<file path="src/hw/rtl/dfr_pkg.sv">
`default_nettype none
// ----------------------------------------------------------------------------
// dfr_pkg
// Types, permutation tables and S-box contents for the DES round datapath.
// ----------------------------------------------------------------------------
package dfr_pkg;

  localparam int unsigned HalfW  = 32;
  localparam int unsigned KeyW   = 28;
  localparam int unsigned SubW   = 48;
  localparam int unsigned NumBox = 8;

  typedef struct packed {
    logic [HalfW-1:0] left_half;
    logic [HalfW-1:0] right_half;
    logic [KeyW-1:0]  key_c_in;
    logic [KeyW-1:0]  key_d_in;
  } dfr_req_t;

  typedef struct packed {
    logic [HalfW-1:0] new_left;
    logic [HalfW-1:0] new_right;
    logic [KeyW-1:0]  key_c_out;
    logic [KeyW-1:0]  key_d_out;
  } dfr_rsp_t;

  // tables use the standard numbering: entry 1 is the most significant bit
  localparam logic [5:0] PC2_TAB [SubW] = '{
    6'd14, 6'd17, 6'd11, 6'd24, 6'd1,  6'd5,  6'd3,  6'd28,
    6'd15, 6'd6,  6'd21, 6'd10, 6'd23, 6'd19, 6'd12, 6'd4,
    6'd26, 6'd8,  6'd16, 6'd7,  6'd27, 6'd20, 6'd13, 6'd2,
    6'd41, 6'd52, 6'd31, 6'd37, 6'd47, 6'd55, 6'd30, 6'd40,
    6'd51, 6'd45, 6'd33, 6'd48, 6'd44, 6'd49, 6'd39, 6'd56,
    6'd34, 6'd53, 6'd46, 6'd42, 6'd50, 6'd36, 6'd29, 6'd32
  };

  localparam logic [5:0] E_TAB [SubW] = '{
    6'd32, 6'd1,  6'd2,  6'd3,  6'd4,  6'd5,  6'd4,  6'd5,
    6'd6,  6'd7,  6'd8,  6'd9,  6'd8,  6'd9,  6'd10, 6'd11,
    6'd12, 6'd13, 6'd12, 6'd13, 6'd14, 6'd15, 6'd16, 6'd17,
    6'd16, 6'd17, 6'd18, 6'd19, 6'd20, 6'd21, 6'd20, 6'd21,
    6'd22, 6'd23, 6'd24, 6'd25, 6'd24, 6'd25, 6'd26, 6'd27,
    6'd28, 6'd29, 6'd28, 6'd29, 6'd30, 6'd31, 6'd32, 6'd1
  };

  localparam logic [5:0] P_TAB [HalfW] = '{
    6'd16, 6'd7,  6'd20, 6'd21, 6'd29, 6'd12, 6'd28, 6'd17,
    6'd1,  6'd15, 6'd23, 6'd26, 6'd5,  6'd18, 6'd31, 6'd10,
    6'd2,  6'd8,  6'd24, 6'd14, 6'd32, 6'd27, 6'd3,  6'd9,
    6'd19, 6'd13, 6'd30, 6'd6,  6'd22, 6'd11, 6'd4,  6'd25
  };

  localparam logic [3:0] SBOX_TAB [NumBox][64] = '{
    '{ 4'd14,4'd4,4'd13,4'd1,4'd2,4'd15,4'd11,4'd8,4'd3,4'd10,4'd6,4'd12,4'd5,4'd9,4'd0,4'd7,
       4'd0,4'd15,4'd7,4'd4,4'd14,4'd2,4'd13,4'd1,4'd10,4'd6,4'd12,4'd11,4'd9,4'd5,4'd3,4'd8,
       4'd4,4'd1,4'd14,4'd8,4'd13,4'd6,4'd2,4'd11,4'd15,4'd12,4'd9,4'd7,4'd3,4'd10,4'd5,4'd0,
       4'd15,4'd12,4'd8,4'd2,4'd4,4'd9,4'd1,4'd7,4'd5,4'd11,4'd3,4'd14,4'd10,4'd0,4'd6,4'd13 },
    '{ 4'd15,4'd1,4'd8,4'd14,4'd6,4'd11,4'd3,4'd4,4'd9,4'd7,4'd2,4'd13,4'd12,4'd0,4'd5,4'd10,
       4'd3,4'd13,4'd4,4'd7,4'd15,4'd2,4'd8,4'd14,4'd12,4'd0,4'd1,4'd10,4'd6,4'd9,4'd11,4'd5,
       4'd0,4'd14,4'd7,4'd11,4'd10,4'd4,4'd13,4'd1,4'd5,4'd8,4'd12,4'd6,4'd9,4'd3,4'd2,4'd15,
       4'd13,4'd8,4'd10,4'd1,4'd3,4'd15,4'd4,4'd2,4'd11,4'd6,4'd7,4'd12,4'd0,4'd5,4'd14,4'd9 },
    '{ 4'd10,4'd0,4'd9,4'd14,4'd6,4'd3,4'd15,4'd5,4'd1,4'd13,4'd12,4'd7,4'd11,4'd4,4'd2,4'd8,
       4'd13,4'd7,4'd0,4'd9,4'd3,4'd4,4'd6,4'd10,4'd2,4'd8,4'd5,4'd14,4'd12,4'd11,4'd15,4'd1,
       4'd13,4'd6,4'd4,4'd9,4'd8,4'd15,4'd3,4'd0,4'd11,4'd1,4'd2,4'd12,4'd5,4'd10,4'd14,4'd7,
       4'd1,4'd10,4'd13,4'd0,4'd6,4'd9,4'd8,4'd7,4'd4,4'd15,4'd14,4'd3,4'd11,4'd5,4'd2,4'd12 },
    '{ 4'd7,4'd13,4'd14,4'd3,4'd0,4'd6,4'd9,4'd10,4'd1,4'd2,4'd8,4'd5,4'd11,4'd12,4'd4,4'd15,
       4'd13,4'd8,4'd11,4'd5,4'd6,4'd15,4'd0,4'd3,4'd4,4'd7,4'd2,4'd12,4'd1,4'd10,4'd14,4'd9,
       4'd10,4'd6,4'd9,4'd0,4'd12,4'd11,4'd7,4'd13,4'd15,4'd1,4'd3,4'd14,4'd5,4'd2,4'd8,4'd4,
       4'd3,4'd15,4'd0,4'd6,4'd10,4'd1,4'd13,4'd8,4'd9,4'd4,4'd5,4'd11,4'd12,4'd7,4'd2,4'd14 },
    '{ 4'd2,4'd12,4'd4,4'd1,4'd7,4'd10,4'd11,4'd6,4'd8,4'd5,4'd3,4'd15,4'd13,4'd0,4'd14,4'd9,
       4'd14,4'd11,4'd2,4'd12,4'd4,4'd7,4'd13,4'd1,4'd5,4'd0,4'd15,4'd10,4'd3,4'd9,4'd8,4'd6,
       4'd4,4'd2,4'd1,4'd11,4'd10,4'd13,4'd7,4'd8,4'd15,4'd9,4'd12,4'd5,4'd6,4'd3,4'd0,4'd14,
       4'd11,4'd8,4'd12,4'd7,4'd1,4'd14,4'd2,4'd13,4'd6,4'd15,4'd0,4'd9,4'd10,4'd4,4'd5,4'd3 },
    '{ 4'd12,4'd1,4'd10,4'd15,4'd9,4'd2,4'd6,4'd8,4'd0,4'd13,4'd3,4'd4,4'd14,4'd7,4'd5,4'd11,
       4'd10,4'd15,4'd4,4'd2,4'd7,4'd12,4'd9,4'd5,4'd6,4'd1,4'd13,4'd14,4'd0,4'd11,4'd3,4'd8,
       4'd9,4'd14,4'd15,4'd5,4'd2,4'd8,4'd12,4'd3,4'd7,4'd0,4'd4,4'd10,4'd1,4'd13,4'd11,4'd6,
       4'd4,4'd3,4'd2,4'd12,4'd9,4'd5,4'd15,4'd10,4'd11,4'd14,4'd1,4'd7,4'd6,4'd0,4'd8,4'd13 },
    '{ 4'd4,4'd11,4'd2,4'd14,4'd15,4'd0,4'd8,4'd13,4'd3,4'd12,4'd9,4'd7,4'd5,4'd10,4'd6,4'd1,
       4'd13,4'd0,4'd11,4'd7,4'd4,4'd9,4'd1,4'd10,4'd14,4'd3,4'd5,4'd12,4'd2,4'd15,4'd8,4'd6,
       4'd1,4'd4,4'd11,4'd13,4'd12,4'd3,4'd7,4'd14,4'd10,4'd15,4'd6,4'd8,4'd0,4'd5,4'd9,4'd2,
       4'd6,4'd11,4'd13,4'd8,4'd1,4'd4,4'd10,4'd7,4'd9,4'd5,4'd0,4'd15,4'd14,4'd2,4'd3,4'd12 },
    '{ 4'd13,4'd2,4'd8,4'd4,4'd6,4'd15,4'd11,4'd1,4'd10,4'd9,4'd3,4'd14,4'd5,4'd0,4'd12,4'd7,
       4'd1,4'd15,4'd13,4'd8,4'd10,4'd3,4'd7,4'd4,4'd12,4'd5,4'd6,4'd11,4'd0,4'd14,4'd9,4'd2,
       4'd7,4'd11,4'd4,4'd1,4'd9,4'd12,4'd14,4'd2,4'd0,4'd6,4'd10,4'd13,4'd15,4'd3,4'd5,4'd8,
       4'd2,4'd1,4'd14,4'd7,4'd4,4'd10,4'd8,4'd13,4'd15,4'd12,4'd9,4'd0,4'd3,4'd5,4'd6,4'd11 }
  };

  function automatic logic [SubW-1:0] dfr_pc2(input logic [2*KeyW-1:0] cd);
    logic [SubW-1:0] res;
    logic [5:0]      idx;
    res = '0;
    for (int i = 0; i < SubW; i++) begin
      idx = 6'(2*KeyW) - PC2_TAB[i];
      res[SubW-1-i] = cd[idx];
    end
    return res;
  endfunction

  function automatic logic [SubW-1:0] dfr_expand(input logic [HalfW-1:0] r);
    logic [SubW-1:0] res;
    logic [5:0]      pos;
    res = '0;
    for (int i = 0; i < SubW; i++) begin
      pos = 6'(HalfW) - E_TAB[i];
      res[SubW-1-i] = r[pos[4:0]];
    end
    return res;
  endfunction

  function automatic logic [HalfW-1:0] dfr_perm_p(input logic [HalfW-1:0] s);
    logic [HalfW-1:0] res;
    logic [5:0]       pos;
    res = '0;
    for (int i = 0; i < HalfW; i++) begin
      pos = 6'(HalfW) - P_TAB[i];
      res[HalfW-1-i] = s[pos[4:0]];
    end
    return res;
  endfunction

  // row comes from the outer bits of each six-bit group, column from the inner four
  function automatic logic [HalfW-1:0] dfr_sbox(input logic [SubW-1:0] x);
    logic [HalfW-1:0] res;
    logic [5:0]       six;
    res = '0;
    for (int i = 0; i < NumBox; i++) begin
      six = x[SubW-1-6*i -: 6];
      res[HalfW-1-4*i -: 4] = SBOX_TAB[i][{six[5], six[0], six[4:1]}];
    end
    return res;
  endfunction

endpackage
`default_nettype wire

</file>
<file path="src/hw/rtl/dfr_in_if.sv">
`default_nettype none
// ----------------------------------------------------------------------------
// dfr_in_if
// Request channel of the DES round: both data halves and both key halves.
// ----------------------------------------------------------------------------
interface dfr_in_if;
  logic        valid;
  logic        ready;
  logic [31:0] left_half;
  logic [31:0] right_half;
  logic [27:0] key_c_in;
  logic [27:0] key_d_in;

  modport source (
    output valid, left_half, right_half, key_c_in, key_d_in,
    input  ready
  );
  modport sink (
    input  valid, left_half, right_half, key_c_in, key_d_in,
    output ready
  );
endinterface
`default_nettype wire

</file>
<file path="src/hw/rtl/dfr_out_if.sv">
`default_nettype none
// ----------------------------------------------------------------------------
// dfr_out_if
// Result channel of the DES round: swapped halves and rotated key halves.
// ----------------------------------------------------------------------------
interface dfr_out_if;
  logic        valid;
  logic        ready;
  logic [31:0] new_left;
  logic [31:0] new_right;
  logic [27:0] key_c_out;
  logic [27:0] key_d_out;

  modport source (
    output valid, new_left, new_right, key_c_out, key_d_out,
    input  ready
  );
  modport sink (
    input  valid, new_left, new_right, key_c_out, key_d_out,
    output ready
  );
endinterface
`default_nettype wire

</file>
<file path="src/hw/rtl/dfr_round_fn.sv">
`default_nettype none
// ----------------------------------------------------------------------------
// dfr_round_fn
// Combinational round datapath: key rotation, PC-2, E, S-boxes, P and swap.
// ----------------------------------------------------------------------------
module dfr_round_fn (
  input  dfr_pkg::dfr_req_t req_i,
  output dfr_pkg::dfr_rsp_t rsp_o
);

  logic [dfr_pkg::KeyW-1:0]   key_c;
  logic [dfr_pkg::KeyW-1:0]   key_d;
  logic [dfr_pkg::SubW-1:0]   subkey;
  logic [dfr_pkg::SubW-1:0]   mixed;
  logic [dfr_pkg::HalfW-1:0]  f_val;

  assign key_c  = {req_i.key_c_in[dfr_pkg::KeyW-2:0], req_i.key_c_in[dfr_pkg::KeyW-1]};
  assign key_d  = {req_i.key_d_in[dfr_pkg::KeyW-2:0], req_i.key_d_in[dfr_pkg::KeyW-1]};
  assign subkey = dfr_pkg::dfr_pc2({key_c, key_d});
  assign mixed  = dfr_pkg::dfr_expand(req_i.right_half) ^ subkey;
  assign f_val  = dfr_pkg::dfr_perm_p(dfr_pkg::dfr_sbox(mixed));

  assign rsp_o.new_left  = req_i.right_half;
  assign rsp_o.new_right = req_i.left_half ^ f_val;
  assign rsp_o.key_c_out = key_c;
  assign rsp_o.key_d_out = key_d;

endmodule
`default_nettype wire

</file>
<file path="src/hw/rtl/des_feistel_round.sv">
`default_nettype none
// ----------------------------------------------------------------------------
// des_feistel_round
// One DES round with subkey derivation, between an input and a result register.
//
//   channel  dir  payload
//   req_i    in   left_half, right_half, key_c_in, key_d_in
//   rsp_o    out  new_left, new_right, key_c_out, key_d_out
//
// one request per cycle while the result side is not stalled; the round logic
// sits between the input register and the result register
// a stalled result holds both registers; the request side stays open while
// either register is free or is emptied in the same cycle
// reset empties both stages, payload registers are not reset
// ----------------------------------------------------------------------------
module des_feistel_round (
  input  wire           clk_i,
  input  wire           rst_ni,
  dfr_in_if.sink        req_i,
  dfr_out_if.source     rsp_o
);

  logic              in_valid_q;
  dfr_pkg::dfr_req_t in_q;
  logic              out_valid_q;
  dfr_pkg::dfr_rsp_t out_q;
  dfr_pkg::dfr_rsp_t out_d;
  logic              out_free;
  logic              in_free;
  logic              req_take;

  assign out_free = !out_valid_q || rsp_o.ready;
  assign in_free  = !in_valid_q || out_free;
  assign req_take = req_i.valid && in_free;

  assign req_i.ready = in_free;

  always_ff @(posedge clk_i or negedge rst_ni) begin
    if (!rst_ni) begin
      in_valid_q  <= 1'b0;
      out_valid_q <= 1'b0;
    end else begin
      if (in_free) begin
        in_valid_q <= req_i.valid;
      end
      if (out_free) begin
        out_valid_q <= in_valid_q;
      end
    end
  end

  always_ff @(posedge clk_i) begin
    if (req_take) begin
      in_q.left_half  <= req_i.left_half;
      in_q.right_half <= req_i.right_half;
      in_q.key_c_in   <= req_i.key_c_in;
      in_q.key_d_in   <= req_i.key_d_in;
    end
    if (out_free && in_valid_q) begin
      out_q <= out_d;
    end
  end

  dfr_round_fn u_round_fn (
    .req_i (in_q),
    .rsp_o (out_d)
  );

  assign rsp_o.valid     = out_valid_q;
  assign rsp_o.new_left  = out_q.new_left;
  assign rsp_o.new_right = out_q.new_right;
  assign rsp_o.key_c_out = out_q.key_c_out;
  assign rsp_o.key_d_out = out_q.key_d_out;

  // a taken request always lands in the input stage
  a_take_fills: assert property (@(posedge clk_i) disable iff (!rst_ni)
    req_i.valid && req_i.ready |=> in_valid_q)
    else $error("accepted request did not enter the input stage");

  // back-pressure only when both stages hold data
  a_full_stall: assert property (@(posedge clk_i) disable iff (!rst_ni)
    !req_i.ready |-> in_valid_q && out_valid_q && !rsp_o.ready)
    else $error("request side closed with a free stage");

  // a stage that moves forward hands its right half on as the new left half
  a_swap: assert property (@(posedge clk_i) disable iff (!rst_ni)
    in_valid_q && out_free |=> rsp_o.valid && rsp_o.new_left == $past(in_q.right_half))
    else $error("result stage lost the swapped half");

endmodule
`default_nettype wire
</file>
<file path="src/flat_wrapper.sv">
// flat-port wrapper written by rule: the top's interface ports become plain ports
module des_feistel_round_flat 
  (clk_i, rst_ni, req_i_valid, req_i_left_half, req_i_right_half, req_i_key_c_in, req_i_key_d_in, req_i_ready, rsp_o_valid, rsp_o_new_left, rsp_o_new_right, rsp_o_key_c_out, rsp_o_key_d_out, rsp_o_ready);
  dfr_in_if req_i_i ();
  dfr_out_if rsp_o_i ();
  input  wire clk_i;
  input  wire rst_ni;
  input wire logic [$bits(req_i_i.valid)-1:0] req_i_valid;
  input wire logic [$bits(req_i_i.left_half)-1:0] req_i_left_half;
  input wire logic [$bits(req_i_i.right_half)-1:0] req_i_right_half;
  input wire logic [$bits(req_i_i.key_c_in)-1:0] req_i_key_c_in;
  input wire logic [$bits(req_i_i.key_d_in)-1:0] req_i_key_d_in;
  output wire logic [$bits(req_i_i.ready)-1:0] req_i_ready;
  output wire logic [$bits(rsp_o_i.valid)-1:0] rsp_o_valid;
  output wire logic [$bits(rsp_o_i.new_left)-1:0] rsp_o_new_left;
  output wire logic [$bits(rsp_o_i.new_right)-1:0] rsp_o_new_right;
  output wire logic [$bits(rsp_o_i.key_c_out)-1:0] rsp_o_key_c_out;
  output wire logic [$bits(rsp_o_i.key_d_out)-1:0] rsp_o_key_d_out;
  input wire logic [$bits(rsp_o_i.ready)-1:0] rsp_o_ready;
  assign req_i_i.valid = req_i_valid;
  assign req_i_i.left_half = req_i_left_half;
  assign req_i_i.right_half = req_i_right_half;
  assign req_i_i.key_c_in = req_i_key_c_in;
  assign req_i_i.key_d_in = req_i_key_d_in;
  assign req_i_ready = req_i_i.ready;
  assign rsp_o_valid = rsp_o_i.valid;
  assign rsp_o_new_left = rsp_o_i.new_left;
  assign rsp_o_new_right = rsp_o_i.new_right;
  assign rsp_o_key_c_out = rsp_o_i.key_c_out;
  assign rsp_o_key_d_out = rsp_o_i.key_d_out;
  assign rsp_o_i.ready = rsp_o_ready;
  des_feistel_round u_core (.clk_i(clk_i), .rst_ni(rst_ni), .req_i(req_i_i), .rsp_o(rsp_o_i));
endmodule
</file>
<file path="config.mk">
export PLATFORM = sky130hd
export DESIGN_NAME = des_feistel_round_flat
export DESIGN_NICKNAME = d
export VERILOG_FILES = /design/src/hw/rtl/dfr_pkg.sv /design/src/hw/rtl/dfr_in_if.sv /design/src/hw/rtl/dfr_out_if.sv /design/src/hw/rtl/dfr_round_fn.sv /design/src/hw/rtl/des_feistel_round.sv /design/src/flat_wrapper.sv
export SDC_FILE = /design/constraint.sdc
export NUM_CORES = 1
export LEC_CHECK = 0
export BUFFER_PORTS_ARGS = -buffer_cell sky130_fd_sc_hd__buf_2
export CORE_MARGIN = 8
export CORE_UTILIZATION = 35
export DETAILED_ROUTE_END_ITERATION = 8
export SYNTH_ARGS = -nofsm -noshare
export SYNTH_HDL_FRONTEND = slang
export SYNTH_SLANG_ARGS = --single-unit
export TNS_END_PERCENT = 30
</file>
<file path="constraint.sdc">
create_clock -name clk_i -period 4.06 [get_ports clk_i]
set_input_delay 0.406 -clock clk_i [delete_from_list [all_inputs] [get_ports clk_i]]
set_output_delay 0.406 -clock clk_i [all_outputs]
set_load 0.02 [all_outputs]
</file>
==> results of run 1 <==
==> cell usage in the layout (no fill, tap or decap), types with 23 or more instances in the layout <==
cell	n
buf_2	245
edfxtp_1	240
nor2_1	63
ha_1	62
nand2_1	59
dlygate4sd3_1	59
xnor2_1	58
xor2_1	55
a21oi_1	35
o21ai_0	33
inv_1	32
nand3_1	32
o211ai_1	31
clkbuf_16	29
buf_4	26
nor3_1	25
a211oi_1	23
mux2i_1	23
==> per-layer routing <==
layer,share of wire (%),vias to the layer above,global-route usage [%]
met2,47,308,23.6
met3,8.5,44,4.50
met4,1.8,8,2.83
met5,0.15,-,0
li1,-,4325,-
met1,42,4332,18.5
==> layout make-up <==
type                       instances  share of cell area [%]
sequential                       242                    45.4
multi-input combinational        642                    31.4
timing repair buffer             332                    12.8
clock buffer                      38                    4.88
tap                              461                    3.61
clock inverter                    14                   0.948
inverter                          36                   0.846
antenna                            2                  0.0313
==> cell usage after synthesis, types with 8 or more instances <==
| cell type | count |
|---|---|
| xor2_1 | 55 |
| nand2_1 | 59 |
| a211oi_1 | 23 |
| a311oi_1 | 9 |
| xnor2_1 | 58 |
| ha_1 | 62 |
| o2111ai_1 | 10 |
| mux4_2 | 19 |
| o31ai_1 | 11 |
| o211ai_1 | 31 |
| mux2i_1 | 23 |
| nor3_1 | 25 |
| nand3_1 | 32 |
| a2111oi_0 | 9 |
| o21ai_0 | 33 |
| a31oi_1 | 8 |
| inv_1 | 32 |
| a21oi_1 | 35 |
| edfxtp_1 | 240 |
| buf_2 | 11 |
| nor2_1 | 63 |
| clkbuf_1 | 20 |
==> per-stage QoR <==
step           hold WS [ns]  power (mW)
6_report             0.0329        7.51
4_1_cts            0.000299        7.62
2_1_floorplan         0.110        4.46
5_1_grt           0.0000243        7.89
3_3_place_gp          0.193        4.96
3_5_place_dp          0.196        4.98
==> power by group through the flow <==
stage | logic [mW] | clock network, mW | registers (mW)
final | 1.83 | 2.54 | 3.14
after global routing | 2.01 | 2.72 | 3.17
after global placement | 1.77 | 0 | 3.20
after CTS | 1.84 | 2.64 | 3.15
after detailed placement | 1.78 | 0 | 3.20
after floorplan | 1.10 | 0 | 3.36
==> registers in the layout, indices dropped and copies added (netlist names) <==
name and count:
u_core.rsp_o.new_left 32, u_core.rsp_o.new_right 32, u_core.in_valid_q 1, u_core.in_q 120
u_core.rsp_o.key_d_out 28, u_core.rsp_o.valid 1, u_core.rsp_o.key_c_out 28
==> critical path, stage by stage, from the launching register on <==
cell and delay (ns):
edfxtp_1 0.44, xor2_1 0.60, inv_1 0.33, ha_1 0.36, nor2_1 0.12, a211oi_1 0.06
o41ai_1 0.46, mux2i_1 0.15, xor2_1 0.17
==> repair_timing <==
action / CTS / global route
endpoints found under the setup margin: 0 / 0
buffers inserted: 0 / 0
hold endpoints to repair: 60 / 0
hold buffers: 59 / 0
==> cell families (layout without fill, tap and decap cells) <==
family | after synthesis | in the layout | share of synthesized area [%]
AOI/OAI and AO/OA | 212 | 212 | 11.9
xor gates and xnor gates | 124 | 124 | 9.29
adders and majority gates | 62 | 62 | 6.17
buffers and inverters | 72 | 420 | 2.41
DFF | 242 | 242 | 57.7
muxes | 44 | 44 | 5.53
other | 0 | 2 | 0
and+or+nand+nor | 200 | 200 | 6.99
==> path summary, 6_finish.rpt <==
check                                     startpoint                              endpoint  cells past startpoint
max                        u_core.in_q[72]$_DFFE_PP_  u_core.rsp_o.new_right[22]$_DFFE_PP_                      8
min                              req_i_left_half[16]            u_core.in_q[104]$_DFFE_PP_                      1
max reg2reg                u_core.in_q[72]$_DFFE_PP_  u_core.rsp_o.new_right[22]$_DFFE_PP_                      8
min reg2reg                u_core.in_q[17]$_DFFE_PP_  u_core.rsp_o.key_d_out[18]$_DFFE_PP_                      0
max in group asynchronous                     rst_ni        u_core.rsp_o.valid$_DFFE_PN0P_                      2
min in group asynchronous                     rst_ni         u_core.in_valid_q$_DFFE_PN0N_                      2
==> metrics.md, run 1 <==
| Metric | Value |
|---|---|
| Seq. cell area | 7260 µm² |
| First-pass GRT wire length | 49.1 mm |
| Non-Filler Instances | 1,767 |
| Crit Path Max Fanout | 9 |
| Clk sink count | 242 |
| Minimum clock period | 2.94 ns |
| Status | complete, no violations |
| # IOs | 246 |
| Synth warn | 0 |
| Area leader, netlist | edfxtp_1 |
| Die Width | 206 µm |
| Startpoint types | flop |
| Fin crit share | 72.3% |
| Row count | 69 |
| Total grt overflow | 0 |
| Setup tns final | 0 ns |
| Cell area after synthesis | 12,600 µm² |
| Initial DRC count | 634 |
| Vias in the first global route | 8,948 |
| Synth Instances | 956 |
| CTS clk-pin slew, worst paths | 0.06 ns |
| Drt drc | 0 |
| DR WL/cell | 17.9 µm |
| Leak pwr | 6.12 nW |
| Register area share after synthesis | 57.7% |
| DP Worst Slack | 1.06 ns |
| Max_cap viols | 0 |
| # setup viols final | 0 |
| Number of synthesized flops with an enable pin | 240 |
| Avg Inst Size Synth | 13.2 µm² |
| Reg2Reg Setup Slack | 1.12 ns |
| Internal power | 5.29 mW |
| Inst Count DP | 1,654 |
| Clk network pwr share | 33.8% |
| Unique masters post-synth | 58 |
| Routability cong. | 0.892 |
| Ys flop type | edfxtp_1 |
| Worst vdd ir | 426 µV |
| Critical path arrival | 3.23 ns |
| CTS max path bufs | 3 |
| Comb power frac | 24.3% |
| Reg power frac | 41.9% |
| Setup repair after global routing missed its margin | no |
| Die Y | 206 µm |
| Fill cell count | 3,229 |
| Slew Limit Fails | 0 |
| Slew Limit Headroom | 26.5% |
| CP endpoint kind | flop |
| Die Area | 42,200 µm² |
| Htree depth | 1 |
| Post-DP Area | 14,500 µm² |
| Detailed Route WL | 31.7 mm |
| Final hold violations | 0 |
| CTS Buf Count | 28 |
| GR Util All Layers | 14.4% |
| Antenna viol nets, final | 0 |
| Buffers on Ports | 245 |
| Worst-margin pin slew | 1.10 ns |
| Initial antenna violation count | 6 |
| DR vias | 9,017 |
| Crit Path Class | reg2reg |
| Fmax | 0.341 GHz |
| Psw | 2.22 mW |
| Final core utilization | 45.0% |
| P&R area growth vs syn | 27.1% |
| Post-DP HPWL | 22.2 mm |
| Layout Skew | 0.0113 ns |
| Worst-skew pair later-pin latency | 0.55 ns |
| Pwr Density | 470 nW/µm² |
| Placeable Area | 35,500 µm² |
| CTS root buf | clkbuf_16 |
| Layout cell share with drive strength beyond 1 | 27.1% |
| Hold Path Class | in2reg |
| Post-synth top area share | 57.3% |
| CTS tree | built |
| Worst setup margin | 1.12 ns |
| Synth Net Count | 1,142 |
| Largest net degree at the start of global routing | 70 |
| Multi-input gate area | 5020 µm² |
| Synth top area cells | edfxtp_1, ha_1, xnor2_1 |
| Post-synthesis register bit count | 242 |
| Starting Density | 35.4% |
| Asr flop ratio synth | 0.826% |
| Sw Ratio | 29.5% |
| Design Area, Final | 16,000 µm² |
| DR pass1 iterations | 5 |
| Post-CTS sizing | 0 |
| Final net count | 1,468 |
| Critical Path RT | 4.36 ns |
| Via density | 5.10 |
Note: power is estimated with default switching activity, not from simulation.
==> run 2, diff against run 1 <==
--- a/config.mk
+++ b/config.mk
@@ -5,6 +5,7 @@
 export SDC_FILE = /design/constraint.sdc
 export NUM_CORES = 1
 export LEC_CHECK = 0
+export ABC_AREA = 1
 export BUFFER_PORTS_ARGS = -buffer_cell sky130_fd_sc_hd__buf_2
 export CORE_MARGIN = 8
 export CORE_UTILIZATION = 35
==> constraint.sdc (replaced) <==
create_clock -name clk_i -period 2.7 [get_ports clk_i]
set_input_delay 0.27 -clock clk_i [delete_from_list [all_inputs] [get_ports clk_i]]
set_output_delay 0.27 -clock clk_i [all_outputs]
set_load 0.02 [all_outputs]
==> metrics.md, run 2 <==
| Metric | Value |
|---|---|
| CTS tree | built |
| Final hold violations | 0 |
| Number of synthesized flops with an enable pin | 240 |
| Vias in the first global route | 11,000 |
| Die Area | 44,200 µm² |
| Routability cong. | 0.904 |
| # IOs | 246 |
| Hold Path Class | in2reg |
| Row count | 71 |
| Hold path endpoint | u_core.in_q[65]$_DFFE_PP_ |
| Post-synth top area share | 54.6% |
| Hold slack | 0.419 ns |
| Unique masters post-synth | 24 |
| Multi-input gate area | 5300 µm² |
| Minimum clock period | 2.28 ns |
| Initial antenna violation count | 1 |
| Worst-margin pin slew | 0.681 ns |
| Most common library cells after synthesis | nand2_1, nand3_1, edfxtp_1 |
| RR Startpoint | u_core.in_q[80]$_DFFE_PP_ |
| Synth Net Count | 1,659 |
| DR vias | 11,300 |
| Buffers on Ports | 245 |
| Htree depth | 1 |
| Most frequent cells in the layout | nand2_1, nand3_1, buf_2, edfxtp_1, inv_1 |
| DR pass1 iterations | 5 |
| Hold path start | req_i_right_half[9] |
| Leak pwr | 8.09 nW |
| Layout Skew | 0.0295 ns |
| Final Power | 11.1 mW |
| Synth top area cells | edfxtp_1, nand2_1, nand3_1 |
| Number of flip-flops in the largest register | 120 |
| Post-CTS sizing | 0 |
| Initial DRC count | 746 |
| CTS max path bufs | 3 |
| Worst reg2reg endpoint | u_core.rsp_o.new_right[19]$_DFFE_PP_ |
| Non-Filler Instances | 2,401 |
| Worst vdd ir | 541 µV |
| Status | complete, no violations |
| Slew Limit Headroom | 54.6% |
| Avg Inst Size Synth | 8.95 µm² |
| Slew Limit Fails | 0 |
| Max_cap viols | 0 |
| Setup repair after global routing missed its margin | no |
| Seq. cell area | 7260 µm² |
| Worst-skew pair later-pin latency | 0.56 ns |
| Critical path arrival | 2.58 ns |
| Die Width | 210 µm |
| Synth warn | 0 |
| Slowest Stage Delay on Critical Path | 0.43 ns |
| CTS root buf | clkbuf_16 |
| First-pass GRT wire length | 56.1 mm |
| Hold-fix buffers, CTS | 124 |
| Reg2Reg Setup Slack | 0.42 ns |
| Largest net degree at the start of global routing | 48 |
| Crit Path Max Fanout | 8 |
| Antenna cells | 0 |
| CTS Buf Count | 27 |
| Area leader, netlist | edfxtp_1 |
| Detailed Route WL | 34.3 mm |
| Clk sink count | 242 |
| Final net count | 2,057 |
| Register area share after synthesis | 55.0% |
| Largest Register | u_core.in_q |
| Drt drc | 0 |
| Cell area after synthesis | 13,200 µm² |
| Ys flop type | edfxtp_1 |
| # setup viols final | 0 |
| Crit Path Class | reg2reg |
| Synth Instances | 1,473 |
| Post-DP HPWL | 24.8 mm |
| P&R area growth vs syn | 31.0% |
| Starting Density | 35.3% |
| GR Util All Layers | 15.3% |
| CP endpoint kind | flop |
| Inst Count DP | 2,229 |
| Antenna viol nets, final | 0 |
| Most common cell in the netlist | nand2_1 |
| DR WL/cell | 14.3 µm |
| Post-DP Area | 15,200 µm² |
| Startpoint types | flop |
| R2R cell count | 13 |
| Critical path, cell by cell | inv_1 -> nand2_1 -> nand2_1 -> inv_1 -> ha_1 -> inv_1 -> nand2_1 -> nand3_1 -> nand3_1 -> nand3_1 -> nand2_1 -> nand2_1 -> nand2_1 |
| Via density | 4.70 |
| Fin crit share | 84.6% |
| Die Y | 210 µm |
| Slowest cell on the critical path | edfxtp_1 |
| Most common cell on crit path | nand2_1 |
| Critical Path RT | 2.99 ns |
| Fmax | 0.438 GHz |
| Layout cell share with drive strength beyond 1 | 17.4% |
| Worst hold path cell count | 2 |
| Design Area, Final | 17,300 µm² |
| Total grt overflow | 0 |
| Pwr Density | 644 nW/µm² |
| Commonest non-fill, non-tap cell in the layout | nand2_1 |
| Post-CTS setup buffers | 0 |
| Placeable Area | 37,400 µm² |
| CTS clk-pin slew, worst paths | 0.06 ns |
| Post-synthesis register bit count | 242 |
| Asr flop ratio synth | 0.826% |
| Fill cell count | 3,505 |
[run 2: cell types whose count changed after synthesis, moves of 41 or more]
| cell | before | now |
|---|---|---|
| inv_1 | 32 | 134 |
| nand2_1 | 59 | 638 |
| nand3_1 | 32 | 277 |
| nor2_1 | 63 | 9 |
| xnor2_1 | 58 | 17 |
| xor2_1 | 55 | 4 |
[run 2: layout make-up]
class | instances | share of cell area (%)
Tap cell | 511 | 3.70
Clock inverter | 12 | 0.659
Sequential cell | 242 | 42.0
Timing Repair Buffer | 395 | 15.8
Inverter | 138 | 3.02
Clock buffer | 36 | 4.11
Multi-Input combinational cell | 1067 | 30.7
[run 2: how the worst max path moves through the flow]
stage | start | end | slack (ns)
2_1_floorplan | u_core.rsp_o.valid$_DFFE_PN0P_ | u_core.rsp_o.key_c_out[0]$_DFFE_PP_ | -0.23
3_3_place_gp | u_core.in_q[80]$_DFFE_PP_ | u_core.rsp_o.new_right[19]$_DFFE_PP_ | 0.50
3_5_place_dp | u_core.in_q[65]$_DFFE_PP_ | u_core.rsp_o.new_right[21]$_DFFE_PP_ | 0.43
4_1_cts | u_core.in_q[80]$_DFFE_PP_ | u_core.rsp_o.new_right[19]$_DFFE_PP_ | 0.42
5_1_grt | u_core.in_q[65]$_DFFE_PP_ | u_core.rsp_o.new_right[3]$_DFFE_PP_ | 0.18
6_report | u_core.in_q[80]$_DFFE_PP_ | u_core.rsp_o.new_right[19]$_DFFE_PP_ | 0.42
[run 2: logic make-up after synthesis]
family                     Yosys count  synth area share [%]
buffers and inverters              164                  4.99
adders and majority gates           62                  5.88
AOI/OAI and AO/OA                   22                 0.892
DFF                                242                  55.0
and+or+nand+nor                    950                  30.3
xor gates and xnor gates            33                  2.87
[run 2: worst max-delay path, delay by kind of cell (launching register included)]
family / cells / cell delay, ns
AND/OR/NAND/NOR: 9 / 0.83
flip-flops: 1 / 0.43
buffers and inverters: 3 / 0.39
adder cells (fa/ha/maj): 1 / 0.37
[run 2: where the power goes]
part | internal [mW] | total [mW] | leakage [nW] | switching [mW]
sequential | 4.61 | 4.80 | 2.33 | 0.186
combinational | 1.03 | 2.88 | 5.37 | 1.85
clock | 2.02 | 3.45 | 0.396 | 1.43
[run 2: layer usage]
layer | routed length [µm] | vias up | global-route usage (%)
met3 | 2200 | 40 | 3.52
met2 | 16200 | 333 | 25.9
met1 | 15300 | 5241 | 19.9
met4 | 614 | 0 | 3.21
li1 | - | 5677 | -
met5 | 0 | - | 0
[run 2: metrics by stage]
step,worst slack [ns],setup TNS [ns],utilization [%]
after detailed placement,0.430,0,40.7
final,0.417,0,46.2
after CTS,0.422,0,46.2
after global routing,0.180,0,46.2
after floorplan,-0.227,-52.12,-
after global placement,0.501,0,40.7
